===== src/mrv_pkg.sv =====
// Package for the Modbus RTU request validator: register map, verdict and
// exception codes, frame snapshot and config structs, CRC-16 byte update.
// No dependencies.
`default_nettype none
package mrv_pkg;

	localparam logic [15:0] CRC_POLY = 16'hA001;
	localparam logic [15:0] CRC_SEED = 16'hFFFF;
	localparam logic [7:0] SLAVE_ADDR = 8'h01;
	localparam logic [7:0] EXC_FLAG = 8'h80;
	localparam logic [15:0] COIL_ON = 16'hFF00;
	localparam logic [15:0] COIL_OFF = 16'h0000;
	localparam logic [15:0] HOLD_MIN = 16'd4000;
	localparam logic [15:0] HOLD_MAX = 16'd20000;

	localparam int PADDR_W = 5;
	localparam logic [2:0] REG_SWITCH_COUNT = 3'd0;
	localparam logic [2:0] REG_RELAY_COUNT = 3'd1;
	localparam logic [2:0] REG_INPUT_COUNT = 3'd2;
	localparam logic [2:0] REG_HOLDING_COUNT = 3'd3;
	localparam logic [2:0] REG_RELAY_BASE = 3'd4;
	localparam logic [15:0] RELAY_BASE_RESET = 16'd100;

	localparam logic [7:0] FC_READ_COILS = 8'd1;
	localparam logic [7:0] FC_READ_HOLDING = 8'd3;
	localparam logic [7:0] FC_READ_INPUT = 8'd4;
	localparam logic [7:0] FC_WRITE_COIL = 8'd5;
	localparam logic [7:0] FC_WRITE_HOLDING = 8'd6;

	localparam logic [2:0] EXC_NONE = 3'd0;
	localparam logic [2:0] EXC_ILLEGAL_FUNCTION = 3'd1;
	localparam logic [2:0] EXC_ILLEGAL_ADDRESS = 3'd2;
	localparam logic [2:0] EXC_ILLEGAL_VALUE = 3'd3;
	localparam logic [2:0] EXC_DEVICE_FAILURE = 3'd4;

	typedef enum logic [2:0] {
		V_OK = 3'd0,
		V_WRONG_SLAVE = 3'd1,
		V_CRC_BAD = 3'd2,
		V_DEVICE_FAULT = 3'd3,
		V_BAD_FUNCTION = 3'd4,
		V_BAD_ADDRESS = 3'd5,
		V_BAD_VALUE = 3'd6
	} verdict_t;

	typedef struct packed {
		logic [5:0] switch_count;
		logic [4:0] relay_count;
		logic [5:0] input_count;
		logic [4:0] holding_count;
		logic [15:0] relay_base;
	} mrv_cfg_t;

	typedef struct packed {
		logic addr_ok;
		logic crc_bad;
		logic [7:0] function_code;
		logic [15:0] start_address;
		logic [15:0] data_word;
		logic [15:0] part_crc;
	} mrv_frame_t;

	function automatic logic [15:0] crc_feed(input logic [15:0] c, input logic [7:0] b);
		logic [15:0] v;
		v = c ^ {8'h00, b};
		for (int k = 0; k < 8; k++) begin
			if (v[0]) begin
				v = (v >> 1) ^ CRC_POLY;
			end else begin
				v = v >> 1;
			end
		end
		return v;
	endfunction

	localparam logic [15:0] REPLY_SEED = crc_feed(CRC_SEED, SLAVE_ADDR);

endpackage
`default_nettype wire


===== src/mrv_req_if.sv =====
// Request channel: one frame byte and its end mark per transfer.
// No dependencies.
`default_nettype none
interface mrv_req_if;
	logic valid;
	logic ready;
	logic [7:0] frame_byte;
	logic frame_end;
	modport source(output valid, output frame_byte, output frame_end, input ready);
	modport sink(input valid, input frame_byte, input frame_end, output ready);
endinterface
`default_nettype wire


===== src/mrv_res_if.sv =====
// Result channel: verdict, exception code, decoded header and reply CRC.
// No dependencies.
`default_nettype none
interface mrv_res_if;
	logic valid;
	logic ready;
	logic [2:0] verdict;
	logic [2:0] exc_code;
	logic [7:0] function_code;
	logic [15:0] start_address;
	logic [15:0] data_word;
	logic [15:0] reply_crc;
	modport source(output valid, output verdict, output exc_code, output function_code,
		output start_address, output data_word, output reply_crc, input ready);
	modport sink(input valid, input verdict, input exc_code, input function_code,
		input start_address, input data_word, input reply_crc, output ready);
endinterface
`default_nettype wire


===== src/mrv_cfg_regs.sv =====
// APB configuration registers of the request validator.
// Depends on mrv_pkg.
`default_nettype none
module mrv_cfg_regs (
	input wire logic clk,
	input wire logic arst_n,
	input wire logic psel,
	input wire logic penable,
	input wire logic pwrite,
	input wire logic [mrv_pkg::PADDR_W-1:0] paddr,
	input wire logic [31:0] pwdata,
	output logic [31:0] prdata,
	output logic pready,
	output mrv_pkg::mrv_cfg_t cfg
);
	import mrv_pkg::*;

	mrv_cfg_t cfg_q;
	logic [2:0] idx;
	logic wr_en;

	assign idx = paddr[PADDR_W-1:2];
	assign wr_en = psel && penable && pwrite;
	assign pready = 1'b1;
	assign cfg = cfg_q;

	always_ff @(posedge clk or negedge arst_n) begin
		if (!arst_n) begin
			cfg_q.switch_count <= '0;
			cfg_q.relay_count <= '0;
			cfg_q.input_count <= '0;
			cfg_q.holding_count <= '0;
			cfg_q.relay_base <= RELAY_BASE_RESET;
		end else if (wr_en) begin
			case (idx)
				REG_SWITCH_COUNT: cfg_q.switch_count <= pwdata[5:0];
				REG_RELAY_COUNT: cfg_q.relay_count <= pwdata[4:0];
				REG_INPUT_COUNT: cfg_q.input_count <= pwdata[5:0];
				REG_HOLDING_COUNT: cfg_q.holding_count <= pwdata[4:0];
				REG_RELAY_BASE: cfg_q.relay_base <= pwdata[15:0];
				default: ;
			endcase
		end
	end

	always_comb begin
		case (idx)
			REG_SWITCH_COUNT: prdata = {26'd0, cfg_q.switch_count};
			REG_RELAY_COUNT: prdata = {27'd0, cfg_q.relay_count};
			REG_INPUT_COUNT: prdata = {26'd0, cfg_q.input_count};
			REG_HOLDING_COUNT: prdata = {27'd0, cfg_q.holding_count};
			REG_RELAY_BASE: prdata = {16'd0, cfg_q.relay_base};
			default: prdata = 32'd0;
		endcase
	end
endmodule
`default_nettype wire


===== src/mrv_frame_rx.sv =====
// Frame receiver: byte count, running CRC-16, header capture and the
// snapshot register handed to the checker on the final byte.
// Depends on mrv_pkg and mrv_req_if.
`default_nettype none
module mrv_frame_rx #(
	parameter int MAX_FRAME_BYTES = 256
) (
	input wire logic clk,
	input wire logic arst_n,
	mrv_req_if.sink req,
	input wire logic advance,
	output logic valid_s1,
	output mrv_pkg::mrv_frame_t frame_s1
);
	import mrv_pkg::*;

	localparam int CW = $clog2(MAX_FRAME_BYTES + 2);
	localparam logic [CW-1:0] MAX_CNT = CW'(MAX_FRAME_BYTES);

	logic [CW-1:0] cnt_q, cnt_nxt;
	logic [15:0] crc_q, crc_nxt;
	logic [7:0] hdr_q [6];
	logic [7:0] hdr_nxt [6];
	logic accept;
	mrv_frame_t snap;

	assign req.ready = !valid_s1 || advance;
	assign accept = req.valid && req.ready;

	always_comb begin
		for (int i = 0; i < 6; i++) begin
			hdr_nxt[i] = (cnt_q == CW'(i)) ? req.frame_byte : hdr_q[i];
		end
		cnt_nxt = (cnt_q <= MAX_CNT) ? cnt_q + 1'b1 : cnt_q;
		crc_nxt = crc_feed(crc_q, req.frame_byte);
		snap.addr_ok = (hdr_nxt[0] == SLAVE_ADDR);
		snap.crc_bad = (crc_nxt != 16'd0) || (cnt_nxt > MAX_CNT);
		snap.function_code = hdr_nxt[1];
		snap.start_address = {hdr_nxt[2], hdr_nxt[3]};
		snap.data_word = {hdr_nxt[4], hdr_nxt[5]};
		snap.part_crc = crc_feed(REPLY_SEED, hdr_nxt[1] + EXC_FLAG);
	end

	always_ff @(posedge clk or negedge arst_n) begin
		if (!arst_n) begin
			cnt_q <= '0;
			crc_q <= CRC_SEED;
			for (int i = 0; i < 6; i++) begin
				hdr_q[i] <= '0;
			end
			valid_s1 <= 1'b0;
		end else begin
			if (accept) begin
				if (req.frame_end) begin
					cnt_q <= '0;
					crc_q <= CRC_SEED;
					for (int i = 0; i < 6; i++) begin
						hdr_q[i] <= '0;
					end
				end else begin
					cnt_q <= cnt_nxt;
					crc_q <= crc_nxt;
					hdr_q <= hdr_nxt;
				end
			end
			if (accept && req.frame_end) begin
				valid_s1 <= 1'b1;
			end else if (advance) begin
				valid_s1 <= 1'b0;
			end
		end
	end

	always_ff @(posedge clk) begin
		if (accept && req.frame_end) begin
			frame_s1 <= snap;
		end
	end
endmodule
`default_nettype wire


===== src/mrv_check.sv =====
// Request checker: verdict, exception code and reply CRC from the frame
// snapshot, held in the result register. Depends on mrv_pkg and mrv_res_if.
`default_nettype none
module mrv_check (
	input wire logic clk,
	input wire logic arst_n,
	input wire mrv_pkg::mrv_cfg_t cfg,
	input wire logic valid_s1,
	input wire mrv_pkg::mrv_frame_t frame_s1,
	output logic advance,
	mrv_res_if.source res
);
	import mrv_pkg::*;

	logic valid_q;
	verdict_t verdict_q, vd, chk;
	logic [2:0] code_q, code;
	logic [7:0] fc_q;
	logic [15:0] sa_q, dw_q, rcrc_q, rcrc;
	logic signed [18:0] sa, dw, s, sw, ro, ir, hr, rb, ro_rb;
	logic [7:0] fc;

	assign advance = valid_s1 && (!valid_q || res.ready);

	always_comb begin
		fc = frame_s1.function_code;
		sa = signed'({3'd0, frame_s1.start_address});
		dw = signed'({3'd0, frame_s1.data_word});
		s = sa + dw;
		sw = signed'({13'd0, cfg.switch_count});
		ro = signed'({14'd0, cfg.relay_count});
		ir = signed'({13'd0, cfg.input_count});
		hr = signed'({14'd0, cfg.holding_count});
		rb = signed'({3'd0, cfg.relay_base});
		ro_rb = ro + rb;
		chk = V_OK;
		case (fc)
			FC_READ_COILS: begin
				if ((sa > rb) ? (ro == 19'sd0) : (sw == 19'sd0)) begin
					chk = V_DEVICE_FAULT;
				end else if ((sa > sw - 19'sd1 && sa < rb) || sa > ro_rb - 19'sd1) begin
					chk = V_BAD_ADDRESS;
				end else if ((s > sw && s < ro_rb) || s > ro_rb) begin
					chk = V_BAD_VALUE;
				end
			end
			FC_READ_HOLDING, FC_WRITE_HOLDING: begin
				if (hr == 19'sd0) begin
					chk = V_DEVICE_FAULT;
				end else if (sa > hr - 19'sd1) begin
					chk = V_BAD_ADDRESS;
				end else if (fc == FC_READ_HOLDING) begin
					if (s > hr) begin
						chk = V_BAD_VALUE;
					end
				end else if (frame_s1.data_word < HOLD_MIN || frame_s1.data_word > HOLD_MAX) begin
					chk = V_BAD_VALUE;
				end
			end
			FC_READ_INPUT: begin
				if (ir == 19'sd0) begin
					chk = V_DEVICE_FAULT;
				end else if (sa > ir - 19'sd1) begin
					chk = V_BAD_ADDRESS;
				end else if (s > ir) begin
					chk = V_BAD_VALUE;
				end
			end
			FC_WRITE_COIL: begin
				if (ro == 19'sd0) begin
					chk = V_DEVICE_FAULT;
				end else if (sa < rb || sa > ro_rb - 19'sd1) begin
					chk = V_BAD_ADDRESS;
				end else if (frame_s1.data_word != COIL_OFF && frame_s1.data_word != COIL_ON) begin
					chk = V_BAD_VALUE;
				end
			end
			default: chk = V_BAD_FUNCTION;
		endcase

		if (!frame_s1.addr_ok) begin
			vd = V_WRONG_SLAVE;
		end else if (frame_s1.crc_bad) begin
			vd = V_CRC_BAD;
		end else begin
			vd = chk;
		end

		case (vd)
			V_DEVICE_FAULT: code = EXC_DEVICE_FAILURE;
			V_BAD_FUNCTION: code = EXC_ILLEGAL_FUNCTION;
			V_BAD_ADDRESS: code = EXC_ILLEGAL_ADDRESS;
			V_BAD_VALUE: code = EXC_ILLEGAL_VALUE;
			default: code = EXC_NONE;
		endcase

		case (code)
			EXC_ILLEGAL_FUNCTION: rcrc = crc_feed(frame_s1.part_crc, {5'd0, EXC_ILLEGAL_FUNCTION});
			EXC_ILLEGAL_ADDRESS: rcrc = crc_feed(frame_s1.part_crc, {5'd0, EXC_ILLEGAL_ADDRESS});
			EXC_ILLEGAL_VALUE: rcrc = crc_feed(frame_s1.part_crc, {5'd0, EXC_ILLEGAL_VALUE});
			EXC_DEVICE_FAILURE: rcrc = crc_feed(frame_s1.part_crc, {5'd0, EXC_DEVICE_FAILURE});
			default: rcrc = 16'd0;
		endcase
	end

	always_ff @(posedge clk or negedge arst_n) begin
		if (!arst_n) begin
			valid_q <= 1'b0;
		end else if (advance) begin
			valid_q <= 1'b1;
		end else if (res.ready) begin
			valid_q <= 1'b0;
		end
	end

	always_ff @(posedge clk) begin
		if (advance) begin
			verdict_q <= vd;
			code_q <= code;
			fc_q <= fc;
			sa_q <= frame_s1.start_address;
			dw_q <= frame_s1.data_word;
			rcrc_q <= rcrc;
		end
	end

	assign res.valid = valid_q;
	assign res.verdict = verdict_q;
	assign res.exc_code = code_q;
	assign res.function_code = fc_q;
	assign res.start_address = sa_q;
	assign res.data_word = dw_q;
	assign res.reply_crc = rcrc_q;
endmodule
`default_nettype wire


===== src/modbus_rtu_request_validator_unit.sv =====
// Modbus RTU request validator, top level.
// Takes one request byte per cycle unless held off by back-pressure from
// the result channel; the CRC is updated combinationally for each byte.
// The final byte's result passes the frame snapshot and result registers.
// Asynchronous active-low reset clears the frame state, both valid flags and
// the configuration registers (relay base to 100, counts to 0).
`default_nettype none
module modbus_rtu_request_validator_unit #(
	parameter int MAX_FRAME_BYTES = 256
) (
	input wire logic clk,
	input wire logic arst_n,
	input wire logic psel,
	input wire logic penable,
	input wire logic pwrite,
	input wire logic [mrv_pkg::PADDR_W-1:0] paddr,
	input wire logic [31:0] pwdata,
	output logic [31:0] prdata,
	output logic pready,
	mrv_req_if.sink req,
	mrv_res_if.source res
);
	import mrv_pkg::*;

	mrv_cfg_t cfg;
	mrv_frame_t frame_s1;
	logic valid_s1;
	logic advance;

	mrv_cfg_regs u_cfg (
		.clk(clk),
		.arst_n(arst_n),
		.psel(psel),
		.penable(penable),
		.pwrite(pwrite),
		.paddr(paddr),
		.pwdata(pwdata),
		.prdata(prdata),
		.pready(pready),
		.cfg(cfg)
	);

	mrv_frame_rx #(
		.MAX_FRAME_BYTES(MAX_FRAME_BYTES)
	) u_rx (
		.clk(clk),
		.arst_n(arst_n),
		.req(req),
		.advance(advance),
		.valid_s1(valid_s1),
		.frame_s1(frame_s1)
	);

	mrv_check u_check (
		.clk(clk),
		.arst_n(arst_n),
		.cfg(cfg),
		.valid_s1(valid_s1),
		.frame_s1(frame_s1),
		.advance(advance),
		.res(res)
	);
endmodule
`default_nettype wire

===== src/flat_wrapper.sv =====
// flat-port wrapper written by rule: the top's interface ports become plain ports
module modbus_rtu_request_validator_unit_flat import mrv_pkg::*;
#(
	parameter int MAX_FRAME_BYTES = 256
)
  (clk, arst_n, psel, penable, pwrite, paddr, pwdata, prdata, pready, req_valid, req_frame_byte, req_frame_end, req_ready, res_valid, res_verdict, res_exc_code, res_function_code, res_start_address, res_data_word, res_reply_crc, res_ready);
  mrv_req_if req_i ();
  mrv_res_if res_i ();
  input wire logic clk;
  input wire logic arst_n;
  input wire logic psel;
  input wire logic penable;
  input wire logic pwrite;
  input wire logic [mrv_pkg::PADDR_W-1:0] paddr;
  input wire logic [31:0] pwdata;
  output logic [31:0] prdata;
  output logic pready;
  input wire logic [$bits(req_i.valid)-1:0] req_valid;
  input wire logic [$bits(req_i.frame_byte)-1:0] req_frame_byte;
  input wire logic [$bits(req_i.frame_end)-1:0] req_frame_end;
  output wire logic [$bits(req_i.ready)-1:0] req_ready;
  output wire logic [$bits(res_i.valid)-1:0] res_valid;
  output wire logic [$bits(res_i.verdict)-1:0] res_verdict;
  output wire logic [$bits(res_i.exc_code)-1:0] res_exc_code;
  output wire logic [$bits(res_i.function_code)-1:0] res_function_code;
  output wire logic [$bits(res_i.start_address)-1:0] res_start_address;
  output wire logic [$bits(res_i.data_word)-1:0] res_data_word;
  output wire logic [$bits(res_i.reply_crc)-1:0] res_reply_crc;
  input wire logic [$bits(res_i.ready)-1:0] res_ready;
  assign req_i.valid = req_valid;
  assign req_i.frame_byte = req_frame_byte;
  assign req_i.frame_end = req_frame_end;
  assign req_ready = req_i.ready;
  assign res_valid = res_i.valid;
  assign res_verdict = res_i.verdict;
  assign res_exc_code = res_i.exc_code;
  assign res_function_code = res_i.function_code;
  assign res_start_address = res_i.start_address;
  assign res_data_word = res_i.data_word;
  assign res_reply_crc = res_i.reply_crc;
  assign res_i.ready = res_ready;
  modbus_rtu_request_validator_unit #(.MAX_FRAME_BYTES(MAX_FRAME_BYTES)) u_core (.clk(clk), .arst_n(arst_n), .psel(psel), .penable(penable), .pwrite(pwrite), .paddr(paddr), .pwdata(pwdata), .prdata(prdata), .pready(pready), .req(req_i), .res(res_i));
endmodule

===== config.mk =====
export PLATFORM = sky130hd
export DESIGN_NAME = modbus_rtu_request_validator_unit_flat
export DESIGN_NICKNAME = d
export VERILOG_FILES = /design/src/mrv_pkg.sv /design/src/mrv_req_if.sv /design/src/mrv_res_if.sv /design/src/mrv_cfg_regs.sv /design/src/mrv_frame_rx.sv /design/src/mrv_check.sv /design/src/modbus_rtu_request_validator_unit.sv /design/src/flat_wrapper.sv
export SDC_FILE = /design/constraint.sdc
export NUM_CORES = 1
export LEC_CHECK = 0
export BUFFER_PORTS_ARGS = -buffer_cell sky130_fd_sc_hd__buf_2
export CAP_MARGIN = 20
export CELL_PAD_IN_SITES_DETAIL_PLACEMENT = 2
export CELL_PAD_IN_SITES_GLOBAL_PLACEMENT = 2
export CORE_UTILIZATION = 38
export DETAILED_ROUTE_END_ITERATION = 7
export PLACE_DENSITY = 0.87
export SYNTH_ARGS = -nofsm -noshare
export SYNTH_HDL_FRONTEND = slang
export SYNTH_SLANG_ARGS = --single-unit

===== constraint.sdc =====
create_clock -name clk -period 6.92 [get_ports clk]
set_input_delay 0 -clock clk [delete_from_list [all_inputs] [get_ports clk]]
set_output_delay 0 -clock clk [all_outputs]
set_load 0.005 [all_outputs]

## Word-level counts from Yosys, hierarchy flattened

Cells that the tools add are included.

- Reductions and logical operators: 33
- $mul: 0
- Bitwise gates (word level): 52
- Divide/modulo/power cells: 0
- $add $sub $neg: 8
- Multiplexer cells: 111
- Order comparisons: 15
- Equality and inequality tests: 24
- Shift-type cells: 0

Operator list:

| cell | number |
|---|---|
| $mux W16 | 76 |
| $not A2 Y3 | 46 |
| $pmux W16 S5 | 1 |
| $pmux W16 S4 | 1 |
| $gt A17 B6 Y1 | 3 |
| $mux W3 | 16 |
| $mux W48 | 1 |
| $mux W8 | 6 |
| $gt A17 B7 Y1 | 2 |
| $reduce_bool A16 Y1 | 2 |
| $eq A8 B3 Y1 const B | 3 |
| $pmux W3 S4 | 2 |
| $eq A9 B2 Y1 const B | 2 |
| $eq A9 B3 Y1 const B | 2 |
| $gt A17 B18 Y1 | 1 |
| $mux W9 | 2 |
| $sub A17 B1 Y18 const B | 1 |
| $add A16 B16 Y17 | 1 |
| $add A5 B16 Y17 | 1 |
| $gt A17 B17 Y1 | 1 |
| $gt A17 B5 Y1 | 1 |
| $lt A17 B17 Y1 | 1 |
| $eq A8 B1 Y1 const B | 2 |
| $gt A16 B15 Y1 const B | 1 |
| other kinds (32) | 68 |

- Bits in latches: 0
- Memories: 0
- Bits in read-only memories: 0
- Register bits: 233
- Output and inout port bits: 97
- Bits in writable memories: 0

## Depth between registers and ports, before layout

- Depth in word-level cells: 35
- Mapped depth: 25

## Modules after synthesis

A second synthesis with hierarchy kept.

- Cell total of the unflattened synthesis: 1,503
- Area, all modules: 15,501.1 µm²

By module, submodules not included:

| module | times used | cells an instance | area an instance (µm²) | seq. area each (µm²) |
|---|---|---|---|---|
| mrv_check | 1 | 831 | 7,484.7 | 1,886.8 |
| mrv_frame_rx | 1 | 521 | 6,073.3 | 3,403.3 |
| mrv_cfg_regs | 1 | 151 | 1,943.1 | 954.7 |

## Worst setup path before layout

Ideal clock, no wire load.

- Path kind: register to register
- Start point: reg u_core.u_cfg.cfg_q, in the netlist u_core.u_cfg.cfg[0]
- End point: reg u_core.u_check.rcrc_q[12], in the netlist u_core.u_check.res.reply_crc[12], data pin
- Required time: 6.665 ns
- Arrival: 5.287 ns
- Path slack: 1.378 ns
- Buffers on the path: 0
- Cell stages (with the launch flop): 24
- Cell sequence: dfrtp_1 > ha_1 > inv_1 > fa_1 > nand2b_1 > a21o_1 > a311oi_2 > o2111ai_1 > or4b_4 > a31o_4 > xnor2_1 > ha_1 > nand4_1 > or2_2 > nor2_1 > a21oi_1 > o311ai_0 > o21ai_1 > nor3b_1 > a21oi_1 > o31ai_2 > inv_2 > a31o_1 > and2_1

- Cells in the longest elaborated chain, start to end: 14
- Elaborated cells between the ends (all ways): 31

Ends and longest elaborated chain:

| what | line | text |
|---|---|---|
| start, declared | mrv_cfg_regs.sv:18 | `mrv_cfg_t cfg_q;` |
| parallel branches: the longest is 7 deep, another holds $sub A17 B1 Y18 | - |  |
| $pmux W3 S4 * | mrv_check.sv:37 | `case (fc)` |
| $mux W3 * | mrv_check.sv:83 | `end else if (frame_s1.crc_bad) begin` |
| $mux W3 * | mrv_check.sv:81 | `if (!frame_s1.addr_ok) begin` |
| net u_core.u_check.vd[2] | mrv_check.sv:16 | `verdict_t verdict_q, vd, chk;` |
| $eq A3 B3 Y1 / $eq A3 B2 Y1 (equally long branches) | mrv_check.sv:89 | `case (vd)` |
| $pmux W3 S4 * | mrv_check.sv:89 |  |
| $eq A3 B3 Y1 (tied with other cells) | mrv_check.sv:97 | `case (code)` |
| $pmux W16 S4 * | mrv_check.sv:97 |  |
| net u_core.u_check.rcrc[12] | mrv_check.sv:19 | `logic [15:0] sa_q, dw_q, rcrc_q, rcrc;` |
| end signal, assigned | mrv_check.sv:123 | `rcrc_q <= rcrc;` |
| end, declared | mrv_check.sv:19 |  |

Mark *: on every way through the listed nets, which the timed path passes.
A chain may end at the register's enable or synchronous reset.

## Final worst setup path

- Start point: reg u_core.u_cfg.cfg_q, in the netlist u_core.u_cfg.cfg[0]
- End point: reg u_core.u_check.rcrc_q[12], in the netlist u_core.u_check.res.reply_crc[12], data pin

- Cells in the longest elaborated chain, start to end: 14
- Elaborated cells between the ends (all ways): 31

Ends and longest elaborated chain:

| what | line |
|---|---|
| parallel branches: the longest is 7 deep, another holds $sub A17 B1 Y18 | - |
| $pmux W3 S4 * | mrv_check.sv:37 |
| $mux W3 * | mrv_check.sv:83 |
| $mux W3 * | mrv_check.sv:81 |
| $eq A3 B3 Y1 / $eq A3 B2 Y1 (equally long branches) | mrv_check.sv:89 |
| $pmux W3 S4 * | mrv_check.sv:89 |
| $eq A3 B3 Y1 (tied with other cells) | mrv_check.sv:97 |
| $pmux W16 S4 * | mrv_check.sv:97 |
| net u_core.u_check.rcrc[12] | mrv_check.sv:19 |

Marked as above.

==> impl_metrics.csv <==
group,metric,value,unit
timing,finalClockSkew,0.02036,ns
timing,slew_viol_final,0,
die,dieWidth,198.0,um
timing,rsz0062_at_grt,"false",
clock_tree,clk_latency,0.59,ns
power_and_ir_drop,power_density,306.1,nW/um2
yosys,synth_area_per_cell,10.32,um2
worst_setup_path,worstSetupStartpointType,"flip-flop",
yosys,synth_flop_cell,"edfxtp_1",
routing,antenna_left,0,
global_routing,grt_pass1_wl,80320,um
layout,nFillCells,3955,
yosys,yosysWarnings,0,
timing,worst-slew-pin-transition,1.031,ns
layout,drive_above_1_share,16.83,%
worst_setup_path,crit_path_max_incr_delay,0.59,ns
layout,antenna_cells,0,
timing,fmax,153.0,MHz
routing,vias,12070,
timing,min_period_over_period,94.46,%
hold_path,min_path_type,"input port to flip-flop",
clock_tree,cts_inserted_buffers,26,
timing,period_minus_slack,6.537,ns
clock_tree,cts_root_buffer,"clkbuf_16",
timing,finalHoldViolCount,0,
worst_setup_path,critPathSlowestCell,"or4b_4",
power_and_ir_drop,cell_internal_pwr,3.257,mW
global_routing,grt_pass1_vias,13430,
power_and_ir_drop,power,5.184,mW
worst_setup_path,crit_top_cell,"ha_1",
power_and_ir_drop,total_leakage_power,7.268,nW
clock_tree,htree_num_levels,1,
clock_tree,cts_setup_buffers,0,
placement,place.gp.congestion,0.9078,
global_routing,overflow,0,
yosys,yosysSeqAreaShare,42.39,%
power_and_ir_drop,swShare,37.18,%
worst_setup_path,critPathMaxFanout,9,
worst_setup_path,cp.arrival,6.85,ns
routing,totalWireLength,52950,um
routing,firstDrtPassIters,7,
global_routing,grt_use_total,27.09,%
yosys,synth_area_leaders,"edfxtp_1 23%, dfrtp_1 16%, ha_1 12%",
placement,io_buffers,112,
routing,routedWlPerCell,25.45,um
power_and_ir_drop,ir_worst_vdd,0.1741,mV
yosys,synth.ff_latch_count,224,
yosys,synth_edf_count,111,
clock_tree,clk_pin_slew,0.06,ns
layout,final-seq-area,6185,um2
clock_tree,clock_path_buffers,3,
job,maxCapViolCount,0,
global_routing,antenna_found_initial,0,
yosys,synthArstFlopShare,50.45,%
worst_setup_path,cp.required,7.24,ns
clock_tree,clock-sinks,224,
power_and_ir_drop,seqPwrFrac,34.7,%
power_and_ir_drop,combPwrFrac,35.4,%
yosys,yosys.area.top_type,"edfxtp_1",
timing,finalSetupTns,0,ns
die,core_area,37760,um2
clock_tree,cts_tree,"yes",
layout,area_delta_synth_final,16.08,%
die,start_util,38.65,%
die,io-pin-count,150,
power_and_ir_drop,switchingPower,1.928,mW
layout,multiInputGateArea,7910,um2
power_and_ir_drop,clock_power_share,29.9,%
yosys,yosysUniqueCellTypes,89,
worst_setup_path,worstSetupPathType,"flip-flop to flip-flop",
die,die_h,198.0,um
timing,finalSetupViolCount,0,
die,rows,71,
yosys,syn_inst,1414,
routing,first_iter_violations,606,
outcome,status,"complete, no violations",
routing,drc_errors,0,
worst_setup_path,cp_cell_sequence,"ha_1, inv_1, fa_1, nand2b_1, a21o_1, a311oi_4, o2111ai_1, or4b_4, a31o_4, xnor2_1, ha_1, nand4_1, or2_2, a31o_2, a21oi_1, o311ai_0, o21ai_1, nor4b_1, o21ai_2, nand3_2, a31o_1, and2_1",
routing,via_per_inst,5.805,
yosys,synth_top_area_share,22.84,%
die,die-area,39190,um2
worst_setup_path,critical_path.endpoint_type,"flip-flop",
placement,hpwlAfterDp,36680,um
timing,maxSlewHeadroom,31.26,%
global_routing,grt_max_degree,76,
layout,fin_nets,1747,
yosys,synth_area,14590,um2
-- stage by stage --
step           setup WS (ns)  utilization [%]  cells  instance area, um2  hold WS, ns
6_report              0.3830            44.86   2080               16940      0.01666
5_1_grt               0.1032            44.86   2080               16940      0.03003
4_1_cts               0.3253            44.74   2078               16890      0.02123
3_5_place_dp          0.4255            41.42   2001               15640      0.02240
3_3_place_gp          0.7254            41.42   2001               15640      0.01234
2_1_floorplan          1.378                -   1431               14660      -0.2956
-- layout make-up --
cell class	instances	share of cell area [%]
inverters	68	1.507
well taps	511	3.775
flip-flops and latches	224	36.51
multi-input cells	1073	46.70
clock buffers	34	4.255
clock inverters	14	1.367
repair buffers	156	5.880
-- logic make-up (layout without fill, tap and decap cells) --
logic type	count (synthesis)	count (layout)	share of synthesized area, %
xor+xnor	93	93	5.771
other cells	2	19	0.05147
mux	68	68	5.214
compound gates	341	341	15.96
fa+ha+maj	147	147	12.67
buf+inv	134	272	3.962
flops	224	224	42.39
simple gates	405	405	13.99
-- state kept, by name (all words and copies together), names as in the netlist --
register,flops
u_core.u_rx.frame_s1,51
u_core.u_rx.hdr_q,48
u_core.u_cfg.cfg,38
u_core.u_check.res.data_word,16
u_core.u_check.res.start_address,16
u_core.u_rx.crc_q,16
u_core.u_check.res.reply_crc,14
u_core.u_rx.cnt_q,9
u_core.u_check.res.function_code,8
u_core.u_check.res.exc_code,3
u_core.u_check.res.verdict,3
u_core.u_check.res.valid,1
u_core.u_rx.valid_s1,1
-- Yosys cell counts (all sizes together), types with 14 or more instances --
library cell and count:
a22o 41, dfrtp 94, o21ai 98, dfstp 19, nor2 94, buf 25
mux2 44, ha 143, xor2 34, a21o 23, a21oi 64, nand3 37
nand2 115, edfxtp 111, inv 67, o21a 18, xnor2 57, nand4 28
and2 14, nor3 23, clkbuf 41, mux2i 23
-- worst max-delay path, delay by kind of cell, from the launching register on --
kind            cells  cell delay, ns
fa+ha+maj           3            0.98
compound gates     10            2.85
xor+xnor            1            0.13
buf+inv             1            0.07
simple gates        7            1.80
flops               1            0.44
-- power groups by stage --
stage | Combinational [mW] | Clock (mW) | Sequential, mW
2_1_floorplan | 1.27 | 0 | 1.73
3_3_place_gp | 1.63 | 0 | 1.80
3_5_place_dp | 1.77 | 0 | 1.81
4_1_cts | 1.82 | 1.57 | 1.79
5_1_grt | 2.02 | 1.62 | 1.81
6_report | 1.84 | 1.55 | 1.80
-- cell usage in the layout (no fill, tap or decap), types with 34 or more instances in the layout --
cell,instances
mux2_2,44
nand2_1,115
inv_1,64
xnor2_1,57
buf_2,111
dfrtp_1,94
xor2_1,34
nor2_1,92
ha_1,143
a21oi_1,64
nand3_1,36
a22o_1,41
edfxtp_1,111
o21ai_0,90
-- layer usage --
metal  GRT usage (%)  up-vias  wire [um]
met5               0        -          0
met4           10.94        0       2140
met3           3.151      121       1722
met2           49.17      272      27110
met1           32.40     6208      21980
li1                -     5473          -
-- final timing paths --
path / slack, ns / end / cells past startpoint / startpoint
worst max-delay path: 0.38 / u_core.u_check.res.reply_crc[12] / 22 / u_core.u_cfg.cfg[0]
worst min-delay path: 0.02 / u_core.u_cfg.cfg[3] / 5 / penable
worst max register to register: 0.38 / u_core.u_check.res.reply_crc[12] / 22 / u_core.u_cfg.cfg[0]
worst min register to register: 0.46 / u_core.u_check.res.function_code[7] / 0 / u_core.u_rx.frame_s1[55]
max in group asynchronous: 5.34 / u_core.u_rx.valid_s1 / 4 / arst_n
min in group asynchronous: 0.56 / u_core.u_cfg.cfg[2] / 3 / arst_n
-- repair_timing --
item	in CTS	in global routing
endpoints found under the hold margin	107	0
resized for setup	0	1
hold buffers	29	0
setup endpoints to repair	0	4
No activity file was read; power rests on OpenSTA's default activity.
